<file path="src/sc2x_pkg.sv">
// Package for the Scale2x tile magnifier: pixel and neighbourhood types,
// configuration register indexes and port widths.
// No dependencies.
package sc2x_pkg;

	localparam int PIX_W      = 24;
	localparam int COORD_W    = 5;
	localparam int CFG_DATA_W = 6;
	localparam int CFG_IDX_W  = 1;
	localparam int IN_DATA_W  = 24;
	localparam int OUT_DATA_W = 112;

	// Configuration register indexes.
	localparam logic [CFG_IDX_W-1:0] REG_TILE_WIDTH  = 1'b0;
	localparam logic [CFG_IDX_W-1:0] REG_TILE_HEIGHT = 1'b1;

	localparam logic [CFG_DATA_W-1:0] TILE_SIZE_RESET = 6'd16;

	typedef logic [PIX_W-1:0] pix_t;

	// Neighbourhood captured when a source pixel is accepted.
	// cur is the new pixel, now1/now2 the two before it in the same row,
	// up0..up2 the row above at columns c, c-1, c-2, two0/two1 the row two
	// above at columns c and c-1.
	typedef struct packed {
		pix_t               cur;
		pix_t               now1;
		pix_t               now2;
		pix_t               up0;
		pix_t               up1;
		pix_t               up2;
		pix_t               two0;
		pix_t               two1;
		logic [COORD_W-1:0] row;
		logic [COORD_W-1:0] col;
		logic               row_is0;
		logic               row_is1;
		logic               col_is0;
		logic               col_is1;
	} nbhd_t;

endpackage

</file>
<file path="src/sc2x_ram.sv">
// Generic single-write, single-read RAM with a registered read port.
// No dependencies.
module sc2x_ram #(
	parameter int WIDTH = 48,
	parameter int DEPTH = 32
) (
	input  logic                     clk,
	input  logic                     wr_en,
	input  logic [$clog2(DEPTH)-1:0] wr_addr,
	input  logic [WIDTH-1:0]         wr_data,
	input  logic [$clog2(DEPTH)-1:0] rd_addr,
	output logic [WIDTH-1:0]         rd_data
);

	logic [WIDTH-1:0] mem_q [DEPTH];

	always_ff @(posedge clk) begin
		if (wr_en) begin
			mem_q[wr_addr] <= wr_data;
		end
		rd_data <= mem_q[rd_addr];
	end

endmodule

</file>
<file path="src/sc2x_window.sv">
// Tile position counters, configuration registers, row memory and the
// sliding window that gathers each pixel's neighbourhood.
// Depends on sc2x_pkg and sc2x_ram.
module sc2x_window #(
	parameter int MAX_TILE = 32
) (
	input  logic                             clk,
	input  logic                             arst_n,
	input  logic                             cfg_wr_en,
	input  logic [sc2x_pkg::CFG_IDX_W-1:0]   cfg_index,
	input  logic [sc2x_pkg::CFG_DATA_W-1:0]  cfg_data,
	input  logic                             accept,
	input  sc2x_pkg::pix_t                   pixel,
	output sc2x_pkg::nbhd_t                  nb,
	output logic [3:0]                       emit_mask
);

	localparam int CW = $clog2(MAX_TILE);
	localparam int SW = $clog2(MAX_TILE + 1);

	logic [sc2x_pkg::CFG_DATA_W-1:0] tile_width_q, tile_height_q;
	logic [CW-1:0] col_q, row_q, col_d, row_d;
	logic [SW-1:0] w_eff, h_eff;
	logic          last_col, last_row;

	// Each memory entry holds one column: row above in the low half,
	// row two above in the high half.
	logic [2*sc2x_pkg::PIX_W-1:0] rd_data, wr_data, byp_data_q;
	logic                         byp_q;
	sc2x_pkg::pix_t               up0, two0;
	sc2x_pkg::pix_t               now1_q, now2_q, up1_q, up2_q, two1_q;

	always_comb begin
		if (tile_width_q == '0) begin
			w_eff = SW'(1);
		end else if (9'(tile_width_q) > 9'(MAX_TILE)) begin
			w_eff = SW'(MAX_TILE);
		end else begin
			w_eff = SW'(tile_width_q);
		end
		if (tile_height_q == '0) begin
			h_eff = SW'(1);
		end else if (9'(tile_height_q) > 9'(MAX_TILE)) begin
			h_eff = SW'(MAX_TILE);
		end else begin
			h_eff = SW'(tile_height_q);
		end
	end

	assign last_col = ((SW+1)'(col_q) + (SW+1)'(1)) >= (SW+1)'(w_eff);
	assign last_row = ((SW+1)'(row_q) + (SW+1)'(1)) >= (SW+1)'(h_eff);

	always_comb begin
		col_d = col_q;
		row_d = row_q;
		if (cfg_wr_en) begin
			col_d = '0;
			row_d = '0;
		end else if (accept) begin
			if (last_col) begin
				col_d = '0;
				row_d = last_row ? '0 : row_q + CW'(1);
			end else begin
				col_d = col_q + CW'(1);
			end
		end
	end

	always_ff @(posedge clk or negedge arst_n) begin
		if (!arst_n) begin
			tile_width_q  <= sc2x_pkg::TILE_SIZE_RESET;
			tile_height_q <= sc2x_pkg::TILE_SIZE_RESET;
			col_q         <= '0;
			row_q         <= '0;
			byp_q         <= 1'b0;
		end else begin
			if (cfg_wr_en) begin
				case (cfg_index)
					sc2x_pkg::REG_TILE_WIDTH:  tile_width_q  <= cfg_data;
					sc2x_pkg::REG_TILE_HEIGHT: tile_height_q <= cfg_data;
					default: ;
				endcase
			end
			col_q <= col_d;
			row_q <= row_d;
			byp_q <= accept && (col_d == col_q);
		end
	end

	// The read address runs one column ahead so the entry is ready when
	// the pixel arrives. A one-column tile reads the entry just written.
	always_ff @(posedge clk) begin
		byp_data_q <= wr_data;
		if (accept) begin
			now1_q <= pixel;
			now2_q <= now1_q;
			up1_q  <= up0;
			up2_q  <= up1_q;
			two1_q <= two0;
		end
	end

	assign up0     = byp_q ? byp_data_q[sc2x_pkg::PIX_W-1:0] : rd_data[sc2x_pkg::PIX_W-1:0];
	assign two0    = byp_q ? byp_data_q[2*sc2x_pkg::PIX_W-1:sc2x_pkg::PIX_W]
	                       : rd_data[2*sc2x_pkg::PIX_W-1:sc2x_pkg::PIX_W];
	assign wr_data = {up0, pixel};

	sc2x_ram #(
		.WIDTH(2 * sc2x_pkg::PIX_W),
		.DEPTH(MAX_TILE)
	) u_rows (
		.clk    (clk),
		.wr_en  (accept),
		.wr_addr(col_q),
		.wr_data(wr_data),
		.rd_addr(col_d),
		.rd_data(rd_data)
	);

	always_comb begin
		nb.cur     = pixel;
		nb.now1    = now1_q;
		nb.now2    = now2_q;
		nb.up0     = up0;
		nb.up1     = up1_q;
		nb.up2     = up2_q;
		nb.two0    = two0;
		nb.two1    = two1_q;
		nb.row     = sc2x_pkg::COORD_W'(row_q);
		nb.col     = sc2x_pkg::COORD_W'(col_q);
		nb.row_is0 = (row_q == '0);
		nb.row_is1 = (row_q == CW'(1));
		nb.col_is0 = (col_q == '0);
		nb.col_is1 = (col_q == CW'(1));
		emit_mask[0] = (col_q != '0) && (row_q != '0);
		emit_mask[1] = (col_q != '0) && last_row;
		emit_mask[2] = last_col && (row_q != '0);
		emit_mask[3] = last_col && last_row;
	end

endmodule

</file>
<file path="src/sc2x_emit.sv">
// Holds one accepted neighbourhood, applies the Scale2x rules to each of
// its pending results in turn and drives the output register.
// Depends on sc2x_pkg.
module sc2x_emit (
	input  logic                              clk,
	input  logic                              arst_n,
	input  logic                              accept,
	input  sc2x_pkg::nbhd_t                   nb_in,
	input  logic [3:0]                        mask_in,
	output logic                              in_ready,
	output logic                              m_tvalid,
	input  logic                              m_tready,
	output logic [sc2x_pkg::OUT_DATA_W-1:0]   m_tdata,
	output logic                              m_tlast
);

	typedef enum logic [1:0] {
		SLOT_ABOVE_PREV,
		SLOT_LAST_PREV,
		SLOT_ABOVE_CUR,
		SLOT_LAST_CUR
	} slot_t;

	sc2x_pkg::nbhd_t nb_s1;
	logic [3:0]      mask_s1, clr;
	slot_t           slot;
	logic            adv, emit;

	sc2x_pkg::pix_t               pb, pd, pe, pf, ph;
	sc2x_pkg::pix_t               e0, e1, e2, e3;
	logic [sc2x_pkg::COORD_W-1:0] rsel, csel;
	logic                         done;

	always_comb begin
		if (mask_s1[0]) begin
			slot = SLOT_ABOVE_PREV;
		end else if (mask_s1[1]) begin
			slot = SLOT_LAST_PREV;
		end else if (mask_s1[2]) begin
			slot = SLOT_ABOVE_CUR;
		end else begin
			slot = SLOT_LAST_CUR;
		end
	end

	always_comb begin
		case (slot)
			SLOT_ABOVE_PREV: begin
				pe   = nb_s1.up1;
				pb   = nb_s1.row_is1 ? nb_s1.up1 : nb_s1.two1;
				pd   = nb_s1.col_is1 ? nb_s1.up1 : nb_s1.up2;
				pf   = nb_s1.up0;
				ph   = nb_s1.now1;
				rsel = nb_s1.row - 5'd1;
				csel = nb_s1.col - 5'd1;
				done = 1'b0;
				clr  = 4'b0001;
			end
			SLOT_LAST_PREV: begin
				pe   = nb_s1.now1;
				pb   = nb_s1.row_is0 ? nb_s1.now1 : nb_s1.up1;
				pd   = nb_s1.col_is1 ? nb_s1.now1 : nb_s1.now2;
				pf   = nb_s1.cur;
				ph   = nb_s1.now1;
				rsel = nb_s1.row;
				csel = nb_s1.col - 5'd1;
				done = 1'b0;
				clr  = 4'b0010;
			end
			SLOT_ABOVE_CUR: begin
				pe   = nb_s1.up0;
				pb   = nb_s1.row_is1 ? nb_s1.up0 : nb_s1.two0;
				pd   = nb_s1.col_is0 ? nb_s1.up0 : nb_s1.up1;
				pf   = nb_s1.up0;
				ph   = nb_s1.cur;
				rsel = nb_s1.row - 5'd1;
				csel = nb_s1.col;
				done = 1'b0;
				clr  = 4'b0100;
			end
			default: begin
				pe   = nb_s1.cur;
				pb   = nb_s1.row_is0 ? nb_s1.cur : nb_s1.up0;
				pd   = nb_s1.col_is0 ? nb_s1.cur : nb_s1.now1;
				pf   = nb_s1.cur;
				ph   = nb_s1.cur;
				rsel = nb_s1.row;
				csel = nb_s1.col;
				done = 1'b1;
				clr  = 4'b1000;
			end
		endcase
	end

	// Scale2x rules for the selected pixel.
	assign e0 = (pd == pb && pb != pf && pd != ph) ? pd : pe;
	assign e1 = (pb == pf && pb != pd && pf != ph) ? pf : pe;
	assign e2 = (pd == ph && pd != pb && ph != pf) ? pd : pe;
	assign e3 = (ph == pf && pd != ph && pb != pf) ? pf : pe;

	assign adv      = !m_tvalid || m_tready;
	assign emit     = (mask_s1 != 4'd0) && adv;
	assign in_ready = (mask_s1 == 4'd0) ||
	                  (adv && ((mask_s1 & (mask_s1 - 4'd1)) == 4'd0));

	always_ff @(posedge clk or negedge arst_n) begin
		if (!arst_n) begin
			mask_s1  <= 4'd0;
			m_tvalid <= 1'b0;
		end else begin
			if (accept) begin
				mask_s1 <= mask_in;
			end else if (emit) begin
				mask_s1 <= mask_s1 & ~clr;
			end
			if (adv) begin
				m_tvalid <= emit;
			end
		end
	end

	always_ff @(posedge clk) begin
		if (accept) begin
			nb_s1 <= nb_in;
		end
		if (emit) begin
			m_tdata <= {6'd0, e3, e2, e1, e0, csel, rsel};
			m_tlast <= done;
		end
	end

endmodule

</file>
<file path="src/scale2x_tile_magnifier_unit.sv">
// Scale2x tile magnifier, top level.
// An accepted pixel's neighbourhood is registered in the emit stage, then its first result
// word in the output register. Throughput: one result word per cycle while the output is
// not stalled; a pixel holds the input until the last of its results (up to four) leaves.
// Reset (arst_n, asynchronous, active low) clears counters and valid flags and sets both
// sizes to 16; the row memory is not cleared.
module scale2x_tile_magnifier_unit #(
	parameter int MAX_TILE = 32
) (
	input  logic                              clk,
	input  logic                              arst_n,
	// Configuration writes: index 0 is tile_width, index 1 is tile_height.
	input  logic                              cfg_wr_en,
	input  logic [sc2x_pkg::CFG_IDX_W-1:0]    cfg_index,
	input  logic [sc2x_pkg::CFG_DATA_W-1:0]   cfg_data,
	// Source pixel words.
	input  logic                              s_tvalid,
	output logic                              s_tready,
	input  logic [sc2x_pkg::IN_DATA_W-1:0]    s_tdata,  // source_pixel[23:0]
	// Magnified result words.
	output logic                              m_tvalid,
	input  logic                              m_tready,
	// src_row[4:0], src_col[9:5], out_top_left[33:10], out_top_right[57:34],
	// out_bottom_left[81:58], out_bottom_right[105:82], zero pad[111:106]
	output logic [sc2x_pkg::OUT_DATA_W-1:0]   m_tdata,
	output logic                              m_tlast   // tile_done
);

	// A word is taken when both tvalid and tready are high. The window
	// stage gathers the neighbourhood of the incoming pixel from the row
	// memory and from the pixels seen just before it, and the emit stage
	// works through that pixel's results one word per cycle unless the output stalls.
	sc2x_pkg::nbhd_t nb;
	logic [3:0]      emit_mask;
	logic            accept;

	assign accept = s_tvalid && s_tready;

	sc2x_window #(
		.MAX_TILE(MAX_TILE)
	) u_window (
		.clk      (clk),
		.arst_n   (arst_n),
		.cfg_wr_en(cfg_wr_en),
		.cfg_index(cfg_index),
		.cfg_data (cfg_data),
		.accept   (accept),
		.pixel    (s_tdata[sc2x_pkg::PIX_W-1:0]),
		.nb       (nb),
		.emit_mask(emit_mask)
	);

	// The emit stage frees itself as its last pending word leaves, so a
	// new pixel can enter in the same cycle.
	sc2x_emit u_emit (
		.clk     (clk),
		.arst_n  (arst_n),
		.accept  (accept),
		.nb_in   (nb),
		.mask_in (emit_mask),
		.in_ready(s_tready),
		.m_tvalid(m_tvalid),
		.m_tready(m_tready),
		.m_tdata (m_tdata),
		.m_tlast (m_tlast)
	);

endmodule

</file>
<file path="config.mk">
export PLATFORM = sky130hd
export DESIGN_NAME = scale2x_tile_magnifier_unit
export DESIGN_NICKNAME = d
export VERILOG_FILES = /design/src/sc2x_pkg.sv /design/src/sc2x_ram.sv /design/src/sc2x_window.sv /design/src/sc2x_emit.sv /design/src/scale2x_tile_magnifier_unit.sv
export SDC_FILE = /design/constraint.sdc
export NUM_CORES = 2
export LEC_CHECK = 0
export BUFFER_PORTS_ARGS = -buffer_cell sky130_fd_sc_hd__buf_2
export CORE_MARGIN = 4
export CORE_UTILIZATION = 30
export DETAILED_ROUTE_END_ITERATION = 8
export PLACE_DENSITY = 0.42
export SYNTH_ARGS = -nofsm -noshare
export SYNTH_HDL_FRONTEND = slang
export SYNTH_SLANG_ARGS = --single-unit
</file>
<file path="constraint.sdc">
create_clock -name clk -period 20.6 [get_ports clk]
set_input_delay 2.06 -clock clk [delete_from_list [all_inputs] [get_ports clk]]
set_output_delay 2.06 -clock clk [all_outputs]
set_load 0.05 [all_outputs]
</file>
==> flow_metrics.env <==
export IMPL_outcome="complete, no violations"
export IMPL_overflow=0
export IMPL_worstPathArrival_ns=8.32
export IMPL_postCtsSetupBuffers=0
export IMPL_synth_top_area_share_pct=68.4
export IMPL_hold_path_depth=0
export IMPL_synth_edff_count=1849
export IMPL_worst_hold_path_type="reg2reg"
export IMPL_post_cts_resized=0
export IMPL_r2r_setup_slack_ns=13.37
export IMPL_fin_crit_ns=7.57
export IMPL_leakage_nw=30.6
export IMPL_insertion_delay_ns=0.88
export IMPL_initial_core_util_pct=30.2
export IMPL_wl_per_cell_um=29.4
export IMPL_avgSynthCellArea_um2=15.8
export IMPL_async_flop_share_pct=1.42
export IMPL_synth_area_top_cells="edfxtp_1, mux2i_1, o221ai_1, o211ai_1, dfxtp_1"
export IMPL_syn_inst=5123
export IMPL_clock_fmax_mhz=132
export IMPL_drive_gt1_share_pct=13.8
export IMPL_io_pin_count=151
export IMPL_slowest_delay_ns=0.82
export IMPL_die_w_um=528
export IMPL_wl_mm=262
export IMPL_end_kind="register"
export IMPL_ys_seq_area_share_pct=71.6
export IMPL_synthesis_area_um2=81200
export IMPL_min_from="u_emit.nb_s1[61]"
export IMPL_worst_r2r_path_depth=14
export IMPL_path_common_cell="buf_4"
export IMPL_grt_pass1_vias=46800
export IMPL_cts_htree_levels=4
export IMPL_slew_viol_final=0
export IMPL_dr_first_iter_drc_count=4313
export IMPL_fin_tns_setup_ns=0
export IMPL_first_pass_iters=5
export IMPL_whs_endpoint="u_emit.nb_s1[37]"
export IMPL_antenna_found_initial=36
export IMPL_crit_type="in2reg"
export IMPL_dieArea_um2=279000
export IMPL_rsz0062_at_grt="false"
export IMPL_cts_hold_fix_buffers=0
export IMPL_synth_top_area_cell="edfxtp_1"
export IMPL_grt_max_degree=171
export IMPL_timing_hold_ws_ns=0.445
export IMPL_final_setup_viol_count=0
export IMPL_core_um2=269000
export IMPL_max_slew_margin_pct=11.9
export IMPL_fin_util_pct=34.5
export IMPL_ys_warn_count=0
export IMPL_cap_violations=0
export IMPL_cp_required_ns=21.35
export IMPL_grt_pass1_wl_mm=369
export IMPL_cpMaxStageDelayCell="buf_4"
export IMPL_vdd_drop_max_mv=0.0930
export IMPL_ys_flop_type="edfxtp_1"
export IMPL_hpwl_mm=142
export IMPL_rr_endpoint="u_window.u_rows.rd_data[2]"
export IMPL_ys_types=83
export IMPL_nets=5207
export IMPL_port_buffers=144
export IMPL_p_per_area_nw_per_um2=156
export IMPL_timing_rr_start="u_emit.mask_s1[0]"
export IMPL_cts_buffer_depth=3
export IMPL_rows=190
export IMPL_gp_congestion=0.802
export IMPL_cp_cell_sequence="buf_2, nor2b_1, a21oi_1, nor3_2, inv_8, a41oi_1, or2_4, buf_4, buf_12, buf_4, mux2i_1, o211ai_1, nand3_1, nand4_1"
export IMPL_finalClockSkew_ns=0.0673
export IMPL_grt_total_usage_pct=18.2
export IMPL_vias=48000
export IMPL_finalHoldViolCount=0
export IMPL_synth_seq_cells=1973
export IMPL_die_h_um=528
export IMPL_cp_max_fo=122
export IMPL_startpoint="m_tready"
export IMPL_cts_root_buf="clkbuf_16"
export IMPL_area_growth_pct=14.0
export IMPL_worst_pin_slew_ns=1.32
export IMPL_clkSinkCount=1973
export IMPL_viasPerCell=5.39
export IMPL_numCtsBuffers=215
export IMPL_synthTopCellsByCount="edfxtp_1, mux2i_1, o221ai_1"
export IMPL_cts_clk_slew_worst_paths_ns=0.06
export IMPL_synth_most_common_cell="edfxtp_1"
export IMPL_start_kind="input port"
export IMPL_ant_nets=0
export IMPL_cts_tree="built"
export IMPL_post_route_period_util_pct=36.8
export IMPL_drc_errors=0
==> cell families after synthesis <==
family / count (synthesis) / share of synthesized area [%]
simple gates: 640 / 4.31
compound gates: 1155 / 10.8
flops: 1973 / 71.6
buf+inv: 512 / 2.81
fa+ha+maj: 22 / 0.336
other cells: 1 / 0.00462
xor+xnor: 123 / 1.33
mux: 697 / 8.77
==> metal layers <==
metal  share of wire, %  GRT usage [%]  wire [um]
met1                 47           26.6     122000
met2                 46           28.5     120000
met4                2.3           4.40       5900
met5              0.030              0         78
met3                5.4           2.84      14300
==> worst max-delay path, delay by kind of cell <==
family | cells | cell delay (ns)
mux | 1 | 0.28
buf+inv | 5 | 2.61
simple gates | 5 | 2.20
compound gates | 3 | 0.68
==> cell type report <==
| type | instances | area, um^2 |
|---|---|---|
| antenna | 12 | 30.0 |
| clock buffer | 314 | 6030 |
| clock inverter | 96 | 953 |
| fill | 25800 | 176000 |
| inverter | 49 | 199 |
| multi-input combinational | 2643 | 21100 |
| sequential | 1973 | 58200 |
| tap | 3552 | 4440 |
| timing repair buffer | 268 | 1690 |
==> where the power goes <==
| part | switching (mW) | internal, mW | leakage (nW) |
|---|---|---|---|
| Combinational | 3.35 | 1.42 | 9.02 |
| Sequential | 0.433 | 5.44 | 18.2 |
| Clock | 1.63 | 2.17 | 3.40 |
==> worst max path at each step <==
stage / endpoint / cells after the start
after global placement: u_window.u_rows.rd_data[41] / 14
after floorplan: u_window.u_rows.mem_q[14][0] / 7
after detailed placement: u_window.u_rows.rd_data[29] / 14
after global routing: u_window.u_rows.rd_data[29] / 14
after CTS: u_window.u_rows.rd_data[29] / 14
final: u_window.u_rows.rd_data[2] / 14
==> cell usage in the layout (no fill, tap or decap), drive strengths merged, types with 6 or more instances in the layout <==
| cell | instances |
|---|---|
| dfxtp | 96 |
| nor4 | 19 |
| nand4bb | 20 |
| nor2b | 19 |
| dfrtp | 26 |
| inv | 57 |
| diode | 12 |
| nor2 | 78 |
| a21oi | 123 |
| o22ai | 78 |
| or3b | 7 |
| nand4 | 65 |
| nand3 | 212 |
| bufinv | 11 |
| conb | 6 |
| nand2 | 102 |
| mux2 | 75 |
| o221a | 10 |
| edfxtp | 1849 |
| clkinv | 72 |
| clkbuf | 314 |
| o211ai | 391 |
| mux2i | 618 |
| o221ai | 401 |
| o31ai | 7 |
| a32oi | 19 |
| nand3b | 29 |
| buf | 268 |
| a21o | 9 |
| xor2 | 58 |
| ha | 21 |
| a211oi | 19 |
| xnor2 | 65 |
| o21ai | 54 |
| nor3 | 24 |
| nand2b | 21 |
| nor3b | 23 |
==> per-stage QoR <==
stage	std cells	instance area (um^2)	total power, mW	setup WS (ns)
final	8907	92600	14.4	13.03
after global routing	8897	92500	15.1	12.72
after CTS	8895	92500	14.6	13.14
after detailed placement	8485	85500	10.8	12.19
after global placement	8485	85500	10.7	12.33
after floorplan	5128	81200	9.12	11.80
==> state kept, by name, summed over array words and instances, names as in the netlist <==
name and flops:
u_window.byp_data_q 48, u_emit.m_tdata 106, u_window.u_rows.mem_q 1536, u_emit.mask_s1 4, u_window.tile_width_q 6, u_window.tile_height_q 6, u_window.byp_q 1, u_window.col_q 5
u_window.u_rows.rd_data 48, u_window.row_q 5, u_emit.m_tvalid 1, u_emit.m_tlast 1, u_emit.nb_s1 206
Note: power is estimated with default switching activity, not from simulation.
